<file path="config.mk">
export PLATFORM = sky130hd
export DESIGN_NAME = system_instruction_decode
export DESIGN_NICKNAME = d
export VERILOG_FILES = /design/src/design/sid_pkg.sv /design/src/design/sid_decode.sv /design/src/design/system_instruction_decode.sv
export SDC_FILE = /design/constraint.sdc
export NUM_CORES = 1
export LEC_CHECK = 0
export ABC_CLOCK_PERIOD_IN_PS = 6600
export BUFFER_PORTS_ARGS = -buffer_cell sky130_fd_sc_hd__clkbuf_2
export CAP_MARGIN = 10
export CORE_AREA = 2 2 227 229
export CTS_BUF_LIST = sky130_fd_sc_hd__clkbuf_2
export DETAILED_ROUTE_END_ITERATION = 6
export DIE_AREA = 0 0 229 231
export PLACE_DENSITY = 0.7
export SLEW_MARGIN = 20
export SYNTH_ARGS = -nofsm -noshare
export SYNTH_HDL_FRONTEND = slang
export SYNTH_SLANG_ARGS = --single-unit
</file>
<file path="constraint.sdc">
create_clock -name clk -period 6.6 [get_ports clk]
set_input_delay 0 -clock clk [delete_from_list [all_inputs] [get_ports clk]]
set_output_delay 0 -clock clk [all_outputs]
set_load 0.02 [all_outputs]
</file>
<file path="src/design/sid_pkg.sv">
`default_nettype none

package sid_pkg;

    // action codes on the result beat
    typedef enum logic [3:0] {
        ACT_ILLEGAL    = 4'd0,
        ACT_ECALL      = 4'd1,
        ACT_BREAK      = 4'd2,
        ACT_XRET       = 4'd3,
        ACT_WFI_STALL  = 4'd4,
        ACT_WFI_RESUME = 4'd5,
        ACT_FLUSH_ALL  = 4'd6,
        ACT_FLUSH_PAGE = 4'd7,
        ACT_CSR        = 4'd8
    } action_t;

    // trap cause codes
    localparam logic [3:0] CAUSE_NONE    = 4'd0;
    localparam logic [3:0] CAUSE_ILLEGAL = 4'd2;
    localparam logic [3:0] CAUSE_BREAK   = 4'd3;
    localparam logic [3:0] CAUSE_ECALL   = 4'd8;

    // privilege levels
    localparam logic [1:0] PRIV_U = 2'd0;
    localparam logic [1:0] PRIV_S = 2'd1;
    localparam logic [1:0] PRIV_M = 2'd3;

    // fixed instruction encodings
    localparam logic [6:0]  OP_SYSTEM    = 7'h73;
    localparam logic [31:0] I_ECALL      = 32'h0000_0073;
    localparam logic [31:0] I_EBREAK     = 32'h0010_0073;
    localparam logic [31:0] I_SRET       = 32'h1020_0073;
    localparam logic [31:0] I_MRET       = 32'h3020_0073;
    localparam logic [31:0] I_WFI        = 32'h1050_0073;
    localparam logic [31:0] FENCE_MASK   = 32'hFE00_7FFF;
    localparam logic [31:0] I_SFENCE_VMA = 32'h1200_0073;

    // funct3 codes
    localparam logic [2:0] F3_PRIV  = 3'd0;
    localparam logic [2:0] F3_RSVD  = 3'd4;

    // mstatus bit positions
    localparam int ST_SIE  = 1;
    localparam int ST_MIE  = 3;
    localparam int ST_SPIE = 5;
    localparam int ST_MPIE = 7;
    localparam int ST_SPP  = 8;
    localparam int ST_MPP  = 11;
    localparam int ST_MPRV = 17;
    localparam int ST_TVM  = 20;
    localparam int ST_TW   = 21;
    localparam int ST_TSR  = 22;

    // one decoded result
    typedef struct packed {
        action_t     action;
        logic [3:0]  trap_cause;
        logic [63:0] new_status;
        logic [63:0] new_pc;
        logic [1:0]  new_privilege;
        logic [11:0] csr_address;
        logic [63:0] csr_operand;
        logic [1:0]  csr_kind;
        logic [4:0]  dest_index;
        logic [63:0] flush_address;
    } result_t;

endpackage

`default_nettype wire

</file>
<file path="src/design/sid_decode.sv">
`default_nettype none

module sid_decode #(
    parameter int XLEN = 64
) (
    input  wire logic [31:0]      instruction,
    input  wire logic [1:0]       privilege,
    input  wire logic [63:0]      status_word,
    input  wire logic [63:0]      supervisor_return_pc,
    input  wire logic [63:0]      machine_return_pc,
    input  wire logic [63:0]      source_value,
    input  wire logic             irq_pending,
    output sid_pkg::result_t      result
);
    import sid_pkg::*;

    localparam logic [63:0] XMASK = {64{1'b1}} >> (64 - XLEN);

    logic [2:0]  f3;
    logic [4:0]  rs1;
    logic [4:0]  rd;
    logic        m_mode;
    logic        s_up;
    logic [63:0] rsv;
    logic [1:0]  mpp;

    assign f3     = instruction[14:12];
    assign rs1    = instruction[19:15];
    assign rd     = instruction[11:7];
    assign m_mode = (privilege == PRIV_M);
    assign s_up   = (privilege != PRIV_U);
    assign rsv    = source_value & XMASK;
    assign mpp    = status_word[ST_MPP +: 2];

    // decode in priority order
    always_comb
    begin
        result               = '0;
        result.action        = ACT_ILLEGAL;
        result.trap_cause    = CAUSE_ILLEGAL;
        result.new_status    = status_word;
        result.new_privilege = privilege;

        if (instruction[6:0] != OP_SYSTEM)
        begin
            result.action = ACT_ILLEGAL;
        end
        else if (instruction == I_ECALL)
        begin
            result.action     = ACT_ECALL;
            result.trap_cause = CAUSE_ECALL + {2'b00, privilege};
        end
        else if (instruction == I_EBREAK)
        begin
            result.action     = ACT_BREAK;
            result.trap_cause = CAUSE_BREAK;
        end
        else if (instruction == I_SRET && (m_mode || (s_up && !status_word[ST_TSR])))
        begin
            // restore SIE from SPIE, drop to SPP
            result.action                 = ACT_XRET;
            result.trap_cause             = CAUSE_NONE;
            result.new_privilege          = status_word[ST_SPP] ? PRIV_S : PRIV_U;
            result.new_status[ST_SIE]     = status_word[ST_SPIE];
            result.new_status[ST_SPIE]    = 1'b1;
            result.new_status[ST_SPP]     = 1'b0;
            result.new_status[ST_MPRV]    = 1'b0;
            result.new_pc                 = (supervisor_return_pc - 64'd4) & XMASK;
        end
        else if (instruction == I_MRET && m_mode)
        begin
            // restore MIE from MPIE, drop to MPP
            result.action                 = ACT_XRET;
            result.trap_cause             = CAUSE_NONE;
            result.new_privilege          = mpp;
            result.new_status[ST_MIE]     = status_word[ST_MPIE];
            result.new_status[ST_MPIE]    = 1'b1;
            result.new_status[ST_MPP +: 2] = 2'b00;
            if (mpp != PRIV_M)
            begin
                result.new_status[ST_MPRV] = 1'b0;
            end
            result.new_pc                 = (machine_return_pc - 64'd4) & XMASK;
        end
        else if (instruction == I_WFI && (m_mode || (s_up && !status_word[ST_TW])))
        begin
            result.action     = irq_pending ? ACT_WFI_RESUME : ACT_WFI_STALL;
            result.trap_cause = CAUSE_NONE;
        end
        else if (f3 == F3_PRIV)
        begin
            if ((instruction & FENCE_MASK) == I_SFENCE_VMA
                && (m_mode || (s_up && !status_word[ST_TVM])))
            begin
                result.trap_cause = CAUSE_NONE;
                if (rs1 != 5'd0)
                begin
                    result.action        = ACT_FLUSH_PAGE;
                    result.flush_address = rsv;
                end
                else
                begin
                    result.action = ACT_FLUSH_ALL;
                end
            end
        end
        else if (f3 != F3_RSVD)
        begin
            // Zicsr request: immediate forms carry rs1 as a 5-bit value
            result.action      = ACT_CSR;
            result.trap_cause  = CAUSE_NONE;
            result.csr_address = instruction[31:20];
            result.csr_operand = f3[2] ? {59'd0, rs1} : rsv;
            result.csr_kind    = f3[1:0] - 2'd1;
            result.dest_index  = rd;
        end
    end

endmodule

`default_nettype wire

</file>
<file path="src/design/system_instruction_decode.sv">
// Channel   Handshake          Payload
// -------   ----------------   --------------------------------------------------
// command   start / busy       instruction, privilege, status_word,
//                              supervisor_return_pc, machine_return_pc,
//                              source_value, irq_pending
// result    done (strobe)      action, trap_cause, new_status, new_pc,
//                              new_privilege, csr_address, csr_operand,
//                              csr_kind, dest_index, flush_address
//
// One beat is accepted every cycle; busy stays low.
// A beat passes the command register, the decode logic and the result register in that order.
// A single decode stage sits between the two registers.
// rst_n clears both valid flags; payload registers are not reset.
// The receiver cannot stall: each result shows for one cycle with done high.
`default_nettype none

module system_instruction_decode #(
    parameter int XLEN = 64
) (
    input  wire logic        clk,
    input  wire logic        rst_n,
    input  wire logic        start,
    output logic             busy,
    input  wire logic [31:0] instruction,
    input  wire logic [1:0]  privilege,
    input  wire logic [63:0] status_word,
    input  wire logic [63:0] supervisor_return_pc,
    input  wire logic [63:0] machine_return_pc,
    input  wire logic [63:0] source_value,
    input  wire logic        irq_pending,
    output logic             done,
    output logic [3:0]       action,
    output logic [3:0]       trap_cause,
    output logic [63:0]      new_status,
    output logic [63:0]      new_pc,
    output logic [1:0]       new_privilege,
    output logic [11:0]      csr_address,
    output logic [63:0]      csr_operand,
    output logic [1:0]       csr_kind,
    output logic [4:0]       dest_index,
    output logic [63:0]      flush_address
);
    import sid_pkg::*;

    logic        in_valid_reg;
    logic [31:0] insn_reg;
    logic [1:0]  priv_reg;
    logic [63:0] status_reg;
    logic [63:0] sepc_reg;
    logic [63:0] mepc_reg;
    logic [63:0] rsv_reg;
    logic        irq_reg;
    logic        accept;

    result_t     result_next;
    result_t     result_reg;
    logic        done_reg;

    assign busy   = 1'b0;
    assign accept = start && !busy;

    // hold command valid flag
    always_ff @(posedge clk or negedge rst_n)
    begin
        if (!rst_n)
        begin
            in_valid_reg <= 1'b0;
        end
        else
        begin
            in_valid_reg <= accept;
        end
    end

    // capture command beat
    always_ff @(posedge clk)
    begin
        if (accept)
        begin
            insn_reg   <= instruction;
            priv_reg   <= privilege;
            status_reg <= status_word;
            sepc_reg   <= supervisor_return_pc;
            mepc_reg   <= machine_return_pc;
            rsv_reg    <= source_value;
            irq_reg    <= irq_pending;
        end
    end

    sid_decode #(
        .XLEN (XLEN)
    ) u_decode (
        .instruction          (insn_reg),
        .privilege            (priv_reg),
        .status_word          (status_reg),
        .supervisor_return_pc (sepc_reg),
        .machine_return_pc    (mepc_reg),
        .source_value         (rsv_reg),
        .irq_pending          (irq_reg),
        .result               (result_next)
    );

    // advance result strobe
    always_ff @(posedge clk or negedge rst_n)
    begin
        if (!rst_n)
        begin
            done_reg <= 1'b0;
        end
        else
        begin
            done_reg <= in_valid_reg;
        end
    end

    // capture decoded result
    always_ff @(posedge clk)
    begin
        if (in_valid_reg)
        begin
            result_reg <= result_next;
        end
    end

    assign done          = done_reg;
    assign action        = result_reg.action;
    assign trap_cause    = result_reg.trap_cause;
    assign new_status    = result_reg.new_status;
    assign new_pc        = result_reg.new_pc;
    assign new_privilege = result_reg.new_privilege;
    assign csr_address   = result_reg.csr_address;
    assign csr_operand   = result_reg.csr_operand;
    assign csr_kind      = result_reg.csr_kind;
    assign dest_index    = result_reg.dest_index;
    assign flush_address = result_reg.flush_address;

endmodule

`default_nettype wire

</file>
==> summary.md, run 1 <==
| Metric | Value |
|---|---|
| Synth Register Bits | `577` |
| Top-area cell type share of the netlist area | `79.5%` |
| Post-synth EDFFs | `575` |
| DIE HEIGHT | `231 um` |
| Cell taking the most area after synthesis | `edfxtp_1` |
| Mean Syn Cell Area | `17.1 um2` |
| Ranking of synthesized cells by area | `edfxtp_1, and2_1, xor2_1` |
| CTS root buf | `clkbuf_2` |
| HPWL Detailed | `40700 um` |
| Post-cts sizing count | `0` |
| Core Rows | `83` |
| GP Congestion | `0.899` |
| Register area share after synthesis | `79.8%` |
| Failed at | `4_1_cts` |
| Synth warn | `0` |
| CTS Buf Count | `145` |
| Status | `did not finish` |
| Port buffer count | `578` |
| Syn Std Cell Area | `21700 um2` |
| Synth cell types | `53` |
| Hold buffer count at CTS | `552` |
| Post-Synthesis Cells | `1272` |
| H-tree levels | `4` |
| Top FF cell, synth | `edfxtp_1` |
| Num Clock Sinks | `577` |
| Error msg | `[ERROR RSZ-0060] Max buffer count reached.` |
| Initial Util | `42.8%` |
| Clock Path Buffers | `3` |
| Ys async rst share | `0.347%` |
| IO Count | `581` |
| Setup bufs post-CTS | `0` |
| Die Wd | `229 um` |
## through the flow
step / util, % / cells / worst slack (ns) / instance area (um2) / hold slack (ns)
floorplan: - / 1273 / 2.66 / 21700 / -0.296
global placement: 50.1 / 2498 / 3.24 / 25400 / -0.209
detailed placement: 50.1 / 2498 / 3.17 / 25400 / -0.208
## logic make-up after synthesis
group | count (synthesis) | share of synthesized area, %
buffers and inverters | 62 | 1.20
flip-flops | 577 | 79.8
XOR/XNOR | 113 | 4.56
AO/OA/AOI/OAI | 88 | 2.61
other | 1 | 0.0173
multiplexers | 7 | 0.334
adder cells (fa/ha/maj) | 6 | 0.311
AND/OR/NAND/NOR | 418 | 11.2
## cells in the mapped netlist (3+ instances only)
cell type  instances
edfxtp_1         575
a21oi_1            5
nand2_1           32
nand4_1           13
nor3_1            27
nand4b_1           7
buf_2              4
o22ai_1           59
or2_2              6
nor4_1            26
nand2b_1           8
or4_1             18
a21o_1             6
mux2i_1            5
nor3b_1            4
xor2_1            61
o21ai_0            6
nor2b_1            3
inv_1             18
xnor2_1           52
nand3b_1           6
nand3_1           26
nor4b_1            3
and2_1           146
clkbuf_1          36
maj3_1             3
nor2_1            64
or3_1             17
ha_1               3
==> run 2: changes to the inputs <==
--- a/config.mk
+++ b/config.mk
@@ -5,14 +5,12 @@
 export SDC_FILE = /design/constraint.sdc
 export NUM_CORES = 1
 export LEC_CHECK = 0
-export ABC_CLOCK_PERIOD_IN_PS = 6600
+export ABC_CLOCK_PERIOD_IN_PS = 8580
 export BUFFER_PORTS_ARGS = -buffer_cell sky130_fd_sc_hd__clkbuf_2
 export CAP_MARGIN = 10
-export CORE_AREA = 2 2 227 229
-export CTS_BUF_LIST = sky130_fd_sc_hd__clkbuf_2
+export CORE_UTILIZATION = 35
 export DETAILED_ROUTE_END_ITERATION = 6
-export DIE_AREA = 0 0 229 231
-export PLACE_DENSITY = 0.7
+export PLACE_DENSITY_LB_ADDON = 0.15
 export SLEW_MARGIN = 20
 export SYNTH_ARGS = -nofsm -noshare
 export SYNTH_HDL_FRONTEND = slang
==> constraint.sdc (replaced) <==
create_clock -name clk -period 8.58 [get_ports clk]
set_input_delay 0 -clock clk [delete_from_list [all_inputs] [get_ports clk]]
set_output_delay 0 -clock clk [all_outputs]
set_load 0.02 [all_outputs]
==> run 2 against run 1 <==
Against the previous run:
- the run now ends clean
- synthesized area is the same
- synthesized cell count is the same
==> summary.md, run 2 <==
| Metric | Value |
|---|---|
| Status | `completed` |
| Area share of fa/ha/maj cells after synthesis | `0.311% (unchanged)` |
| IO Count | `581 (unchanged)` |
| Initial Util | `35.7% (-7.1 points)` |
| WL final | `60000 um` |
| Post-route setup slack | `5.31 ns` |
| Post-synthesis simple-gate area fraction | `11.2% (unchanged)` |
| Crit Path Category | `flop to flop` |
| Worst hold path class | `input port to flop` |
| XOR/XNOR Fraction of Synth Area | `4.56% (unchanged)` |
| Most common cell in the netlist | `edfxtp_1` |
| Placed inst area | `25600 um2 (+0.58%)` |
| Ys async rst share | `0.347% (unchanged)` |
| Most common cell after layout, fill and taps aside | `clkbuf_2` |
| Critical path's slowest cell | `nor4_4` |
| Synth Register Bits | `577 (unchanged)` |
| Max Freq | `306 MHz` |
| Post-route DRC | `0` |
| Crit path DAT | `3.59 ns` |
| PD cells | `216 nW/um2` |
| DR iter-0 viols | `888` |
| Routed length per instance | `19.9 um` |
| Non-Filler Instances | `3011` |
| GP Congestion | `0.866 (-3.7%)` |
| Port buffer count | `578 (unchanged)` |
| Post-synthesis mux area share | `0.334% (unchanged)` |
| HPWL Detailed | `41600 um (+2.2%)` |
| Initial antenna violation count | `4` |
| Synth warn | `0 (unchanged)` |
| Min Tclk post-route | `3.27 ns` |
| Largest net degree at the start of global routing | `159` |
| Top FF cell, synth | `edfxtp_1` |
| CP startpoint kind | `flop` |
| Final setup vio count | `0` |
| Cell taking the most area after synthesis | `edfxtp_1` |
| Area growth from synthesis to layout | `40.5%` |
| Mean Syn Cell Area | `17.1 um2 (unchanged)` |
| Vias post-DR | `14300` |
| Total power | `6.60 mW` |
| Reg-to-reg slack, setup | `5.31 ns` |
| Post-Place Cells | `2603 (+4.2%)` |
| Peak fanout along the critical path | `13` |
| Critical Path Max Stage Delay | `0.93 ns` |
| Clock Path Buffers | `3 (unchanged)` |
| CP delay by family, top | `simple AND/OR/NAND/NOR gates` |
| Die Wd | `251 um (+9.6%)` |
| DIE HEIGHT | `251 um (+8.7%)` |
| Core ar. | `60800 um2` |
| Crit path cell chain | `or3_1 -> or4_4 -> nor4_4 -> nand3_1 -> xor2_1 -> o22ai_1` |
| Required time worst endpoint | `8.90 ns` |
| Nets | `2475` |
| Total negative slack | `0 ns` |
| HP Start | `supervisor_return_pc[40]` |
| Num Clock Sinks | `577 (unchanged)` |
| Register area share after synthesis | `79.8% (unchanged)` |
| Post-Synthesis Cells | `1272 (unchanged)` |
| Worst Path Buf+Inv | `0` |
| Ranking of synthesized cells by area | `edfxtp_1, and2_1, xor2_1` |
| Max Transition Viols Final | `0` |
| Syn Std Cell Area | `21700 um2 (unchanged)` |
| Vias/cell | `4.76` |
| Most frequent cells in the layout | `clkbuf_2, edfxtp_1, dlygate4sd3_1` |
| Clock Pin Slew Worst Setup and Hold Paths | `0.06 ns` |
| Final Skew | `0.0180 ns` |
| Worst Hold End | `sepc_reg[40]` |
| Setup bufs post-CTS | `0 (unchanged)` |
| Worst r2r src | `sepc_reg[12]` |
| Slew headroom | `30.7%` |
| Leakage | `11.6 nW` |
| Fill count | `5184` |
| Final Instance Area | `30500 um2` |
| Pre-CTS WS | `5.32 ns (+2.15 ns)` |
| RSZ-0062 raised after global routing | `no` |
| # Max-Cap Violations | `0` |
| H-tree levels | `2 (-2)` |
| Core Rows | `90 (+8.4%)` |
| Post-synth EDFFs | `575 (unchanged)` |
| Gr ovfl total | `0` |
| Worst Hold Path Cells | `2` |
| CTS Buf Count | `61 (-58%)` |
| Worst Tran Pin Value | `1.03 ns` |
| Post-cts sizing count | `0 (unchanged)` |
| Final period utilization | `38.1%` |
| Final ANT Viol Nets | `0` |
| Die area | `63000 um2` |
| Vias in the first global route | `14400` |
| Layout cells sized above 1 | `31.6%` |
| Top-area cell type share of the netlist area | `79.5% (unchanged)` |
| First-pass GRT wire length | `88400 um` |
| CTS root buf | `clkbuf_16` |
| Final Hold Fails | `0` |
| Clock latency on the worst-skew pair | `0.61 ns` |
| Total GRT Usage | `18.6%` |
| Commonest cells in the netlist | `edfxtp_1, and2_1, nor2_1, xor2_1, o22ai_1` |
| CTS tree | `built` |
| Synth cell types | `53 (unchanged)` |
| Largest family of logic cells by synthesized area | `simple AND/OR/NAND/NOR gates` |
| Peak supply drop | `0.144 mV` |
| Hold buffer count at CTS | `294 (-47%)` |
| Synth Area in Compound Gates | `2.61% (unchanged)` |
| Worst r2r path cells | `6` |
| Crit end category | `flop` |
| R2R Path End | `new_pc[48]` |
| Pre-Repair DR Iteration Count | `5` |
==> run 2: cell counts after synthesis <==
Identical to the previous run, type by type.
==> run 2: final cells by class <==
class,instances,area [um2],area share [%]
Antenna cell,1,2.50,0.00820
Clock buffer,72,1590,5.21
Clock inverter,41,417,1.37
Inverter,18,67.6,0.221
Multi-Input combinational cell,634,4170,13.7
Sequential cell,577,17300,56.8
Tap cell,782,978,3.21
Timing Repair Buffer,886,5970,19.6
==> run 2: worst max path at each step <==
stage                  to  cells after the start         start
2_1_floorplan        done                      0  in_valid_reg
3_3_place_gp   new_pc[37]                      6  sepc_reg[12]
3_5_place_dp   new_pc[43]                      6  insn_reg[17]
4_1_cts        new_pc[56]                      6  sepc_reg[12]
5_1_grt        new_pc[51]                      6  mepc_reg[20]
6_report       new_pc[48]                      6  sepc_reg[12]
==> run 2: per-stage QoR <==
stage / utilization (%) / hold WS (ns)
3_3_place_gp: 42.0 / -0.209
6_report: 50.2 / 0.0932
2_1_floorplan: - / -0.296
4_1_cts: 50.2 / 0.0430
5_1_grt: 50.2 / 0.0550
3_5_place_dp: 42.0 / -0.205
==> run 2: cell families (layout without fill, tap and decap cells) <==
family          after synthesis  in the layout
compound gates               88             88
xor+xnor                    113            113
fa+ha+maj                     6              6
buf+inv                      62           1017
flops                       577            577
mux                           7              7
other cells                   1              3
simple gates                418            418
==> run 2: routing by layer <==
layer	vias up	GRT usage, %	share of wire (%)
met5	-	0	0.067
met4	6	5.54	2.5
met3	92	4.10	6.5
met2	525	31.5	50
met1	7069	23.9	41
li1	6649	-	-
==> run 2: power by group <==
part | switching, mW | internal [mW]
Clock | 1.09 | 1.56
Sequential | 0.113 | 3.32
Combinational | 0.294 | 0.232
Total | 1.49 | 5.11
Power figures use the tool's default switching activity.
==> run 3: changes to the inputs <==
--- a/config.mk
+++ b/config.mk
@@ -5,7 +5,8 @@
 export SDC_FILE = /design/constraint.sdc
 export NUM_CORES = 1
 export LEC_CHECK = 0
-export ABC_CLOCK_PERIOD_IN_PS = 8580
+export ABC_AREA = 1
+export ABC_CLOCK_PERIOD_IN_PS = 3000
 export BUFFER_PORTS_ARGS = -buffer_cell sky130_fd_sc_hd__clkbuf_2
 export CAP_MARGIN = 10
 export CORE_UTILIZATION = 35
==> constraint.sdc (replaced) <==
create_clock -name clk -period 3 [get_ports clk]
set_input_delay 0 -clock clk [delete_from_list [all_inputs] [get_ports clk]]
set_output_delay 0 -clock clk [all_outputs]
set_load 0.02 [all_outputs]
==> run 3 against run 2 <==
Against the previous run:
- first-iteration DRC count up 61%
- sequential power grew to 2.9 times the previous value
- combinational power rose to 3.3 times the previous value
- via count grew 21%
- synthesized cell count increased by 49%
- cell count increased by 24%
- critical path depth up 5
- hold slack worse by 0.024 ns
- register-to-register slack got worse by 4.8 ns
- non-clock buffer count increased by 13
==> summary.md, run 3 <==
| Metric | Value |
|---|---|
| Vias/cell | `4.64 (-2.5%)` |
| Routed length per instance | `19.9 um (about the same)` |
| Clock Pin Slew Worst Setup and Hold Paths | `0.06 ns (about the same)` |
| Max Freq | `404 MHz (+32%)` |
| Total negative slack | `0 ns (unchanged)` |
| Critical path's slowest cell | `edfxtp_1` |
| Vias in the first global route | `17300 (+20%)` |
| Non-Filler Instances | `3742 (+24%)` |
| Met2 WL | `36100 um (+21%)` |
| Crit path cell chain | `inv_1 -> ha_1 -> inv_1 -> nor3_1 -> nand2_1 -> nor2_8 -> inv_2 -> nor2_4 -> buf_12 -> nand3_1 -> o21ai_0` |
| Die area | `67600 um2 (+7.3%)` |
| Leakage | `13.1 nW (+13%)` |
| Core Rows | `94 (+4.4%)` |
| Final Skew | `0.0308 ns (+0.0127 ns)` |
| Peak fanout along the critical path | `33 (+20)` |
| Register area share after synthesis | `74.3% (-5.5 points)` |
| Synth cell types | `45 (-15%)` |
| Crit path DAT | `2.93 ns (-0.66 ns)` |
| First-pass GRT wire length | `107000 um (+21%)` |
| Ys async rst share | `0.347% (unchanged)` |
| Synth warn | `0 (unchanged)` |
| Cell taking the most area after synthesis | `edfxtp_1` |
| Final Hold Fails | `0 (unchanged)` |
| Mean Syn Cell Area | `12.3 um2 (-28%)` |
| Pre-Repair DR Iteration Count | `6 (+1)` |
| Final setup vio count | `0 (unchanged)` |
| Ranking of synthesized cells by area | `edfxtp_1, nor2_1, nand2_1` |
| CP startpoint kind | `flop` |
| Top-area cell type share of the netlist area | `74.1% (-5.4 points)` |
| IO Count | `581 (unchanged)` |
| Post-cts sizing count | `0 (unchanged)` |
| Wire length on met1 | `31500 um (+27%)` |
| # Max-Cap Violations | `0 (unchanged)` |
| Top FF cell, synth | `edfxtp_1` |
| Post-synth EDFFs | `575 (unchanged)` |
| Post-route DRC | `0 (unchanged)` |
| Die Wd | `260 um (+3.6%)` |
| Num Clock Sinks | `577 (unchanged)` |
| H-tree levels | `2 (unchanged)` |
| Post-Synthesis Cells | `1891 (+49%)` |
| Max Transition Viols Final | `0 (unchanged)` |
| CTS tree | `built` |
| Layout cells sized above 1 | `25.9% (-5.7 points)` |
| Total power | `18.6 mW (+180%)` |
| Initial antenna violation count | `6 (+2)` |
| Cell mode on critical path | `inv_1` |
| PD cells | `576 nW/um2 (+170%)` |
| Critical Path Max Stage Delay | `0.38 ns (-0.55 ns)` |
| Syn Std Cell Area | `23300 um2 (+7.3%)` |
| Post-Place Cells | `3329 (+28%)` |
| RSZ-0062 raised after global routing | `no` |
| Port buffer count | `578 (unchanged)` |
| Clock Path Buffers | `3 (unchanged)` |
| Initial Util | `35.4% (-0.32 points)` |
| CTS root buf | `clkbuf_16` |
| Final ANT Viol Nets | `0 (unchanged)` |
| Wire length on met3 | `4910 um (+25%)` |
| Commonest cells in the netlist | `edfxtp_1, nor2_1, nand2_1, inv_1, nand3_1` |
| Worst hold path class | `input port to flop` |
| GP Congestion | `0.894 (+3.3%)` |
| Most common cell in the netlist | `edfxtp_1` |
| Largest net degree at the start of global routing | `77 (-52%)` |
| Required time worst endpoint | `3.46 ns (-5.44 ns)` |
| Final Instance Area | `32200 um2 (+5.7%)` |
| Most frequent cells in the layout | `clkbuf_2, edfxtp_1, nor2_1` |
| Area growth from synthesis to layout | `38.3%` |
| Nets | `3119 (+26%)` |
| Status | `completed` |
| Peak supply drop | `0.462 mV (+220%)` |
| Total GRT Usage | `21.4% (+2.8 points)` |
| Uppermost layer routed | `met5` |
| Final period utilization | `82.6% (+45 points)` |
| Core ar. | `65900 um2 (+8.3%)` |
| Min Tclk post-route | `2.48 ns (-0.788 ns)` |
| WL final | `74600 um (+24%)` |
| Clock latency on the worst-skew pair | `0.65 ns (+0.04 ns)` |
| Crit Path Category | `flop to flop` |
| Gr ovfl total | `0 (unchanged)` |
| DIE HEIGHT | `260 um (+3.6%)` |
| DR iter-0 viols | `1430 (+61%)` |
| Worst Tran Pin Value | `0.965 ns (-0.0657 ns)` |
| Synth Register Bits | `577 (unchanged)` |
| Most common cell after layout, fill and taps aside | `clkbuf_2` |
| CTS Buf Count | `61 (unchanged)` |
| Crit end category | `flop` |
| Placed inst area | `27400 um2 (+7.4%)` |
| Slew headroom | `35.6% (+4.9 points)` |
| HPWL Detailed | `55500 um (+34%)` |
| Fill count | `5992 (+16%)` |
| Vias post-DR | `17400 (+21%)` |
| WHS | `0.0691 ns (-0.0241 ns)` |
[run 3: cell count changes after synthesis, sizes merged, moves of 30 or more]
cell | previous run | this run
o21ai | 7 | 37
o22ai | 59 | 19
nand3 | 26 | 120
and2 | 146 | 1
inv | 18 | 216
nand2 | 32 | 312
nor2 | 64 | 423
[run 3: worst max-delay path: cells and delay by family (launching register included)]
family	cells	cell delay, ns
adders and majority gates	1	0.19
AOI/OAI and AO/OA	1	0.19
buffers and inverters	4	0.46
and+or+nand+nor	5	1.01
DFF	1	0.38
[run 3: cell families (layout without fill, tap and decap cells)]
| family | count (synthesis) | after routing | synth area share [%] |
|---|---|---|---|
| AOI/OAI and AO/OA | 77 | 77 | 1.94 |
| xor gates and xnor gates | 55 | 55 | 2.07 |
| adders and majority gates | 3 | 3 | 0.161 |
| buffers and inverters | 249 | 1228 | 4.37 |
| DFF | 577 | 577 | 74.3 |
| other | 1 | 9 | 0.0161 |
| and+or+nand+nor | 929 | 929 | 17.2 |
[run 3: timing repair]
action / 4_1_cts / 5_1_grt
hold endpoints to repair: 345 / 0
endpoints found under the setup margin: 0 / 0
hold buffers: 294 / 0
buffers inserted: 0 / 0
[run 3: final cells by class]
| type | instances | area (um2) | area share (%) |
|---|---|---|---|
| flip-flops and latches | 577 | 17300 | 53.7 |
| multi-input cells | 1066 | 5000 | 15.5 |
| inverters | 217 | 815 | 2.53 |
| clock buffers | 78 | 1590 | 4.93 |
| well taps | 864 | 1080 | 3.35 |
| repair buffers | 899 | 6170 | 19.2 |
| diodes | 7 | 17.5 | 0.0543 |
| clock inverters | 34 | 235 | 0.730 |
[run 3: through the flow]
stage,util (%),worst slack [ns]
CTS,48.9,0.566
finish,48.9,0.522
detailed placement,41.7,0.613
global placement,41.7,0.598
global route,48.9,0.289
floorplan,-,0.333
[run 3: path summary, 6_finish.rpt]
| path | slack (ns) | end | from | depth (start not counted) |
|---|---|---|---|---|
| worst max-delay path | 0.52 | new_pc[51] | insn_reg[12] | 11 |
| worst min-delay path | 0.07 | rsv_reg[18] | source_value[18] | 2 |
| worst max register to register | 0.52 | new_pc[51] | insn_reg[12] | 11 |
| worst min register to register | 0.42 | new_status[63] | status_reg[63] | 0 |
| max in group asynchronous | 2.63 | in_valid_reg | rst_n | 3 |
| min in group asynchronous | 0.23 | done | rst_n | 3 |
[run 3: per-layer routing]
metal,GRT usage [%],vias to the layer above
li1,-,8300
met1,28.1,8378
met2,36.1,598
met3,3.69,94
met4,6.56,2
met5,0,-
[run 3: report_power, final]
group	leakage [nW]	internal [mW]	total, mW	switching, mW
Combinational	6.67	0.700	1.73	1.03
Sequential	5.59	9.49	9.84	0.351
Clock	0.881	3.83	7.00	3.17
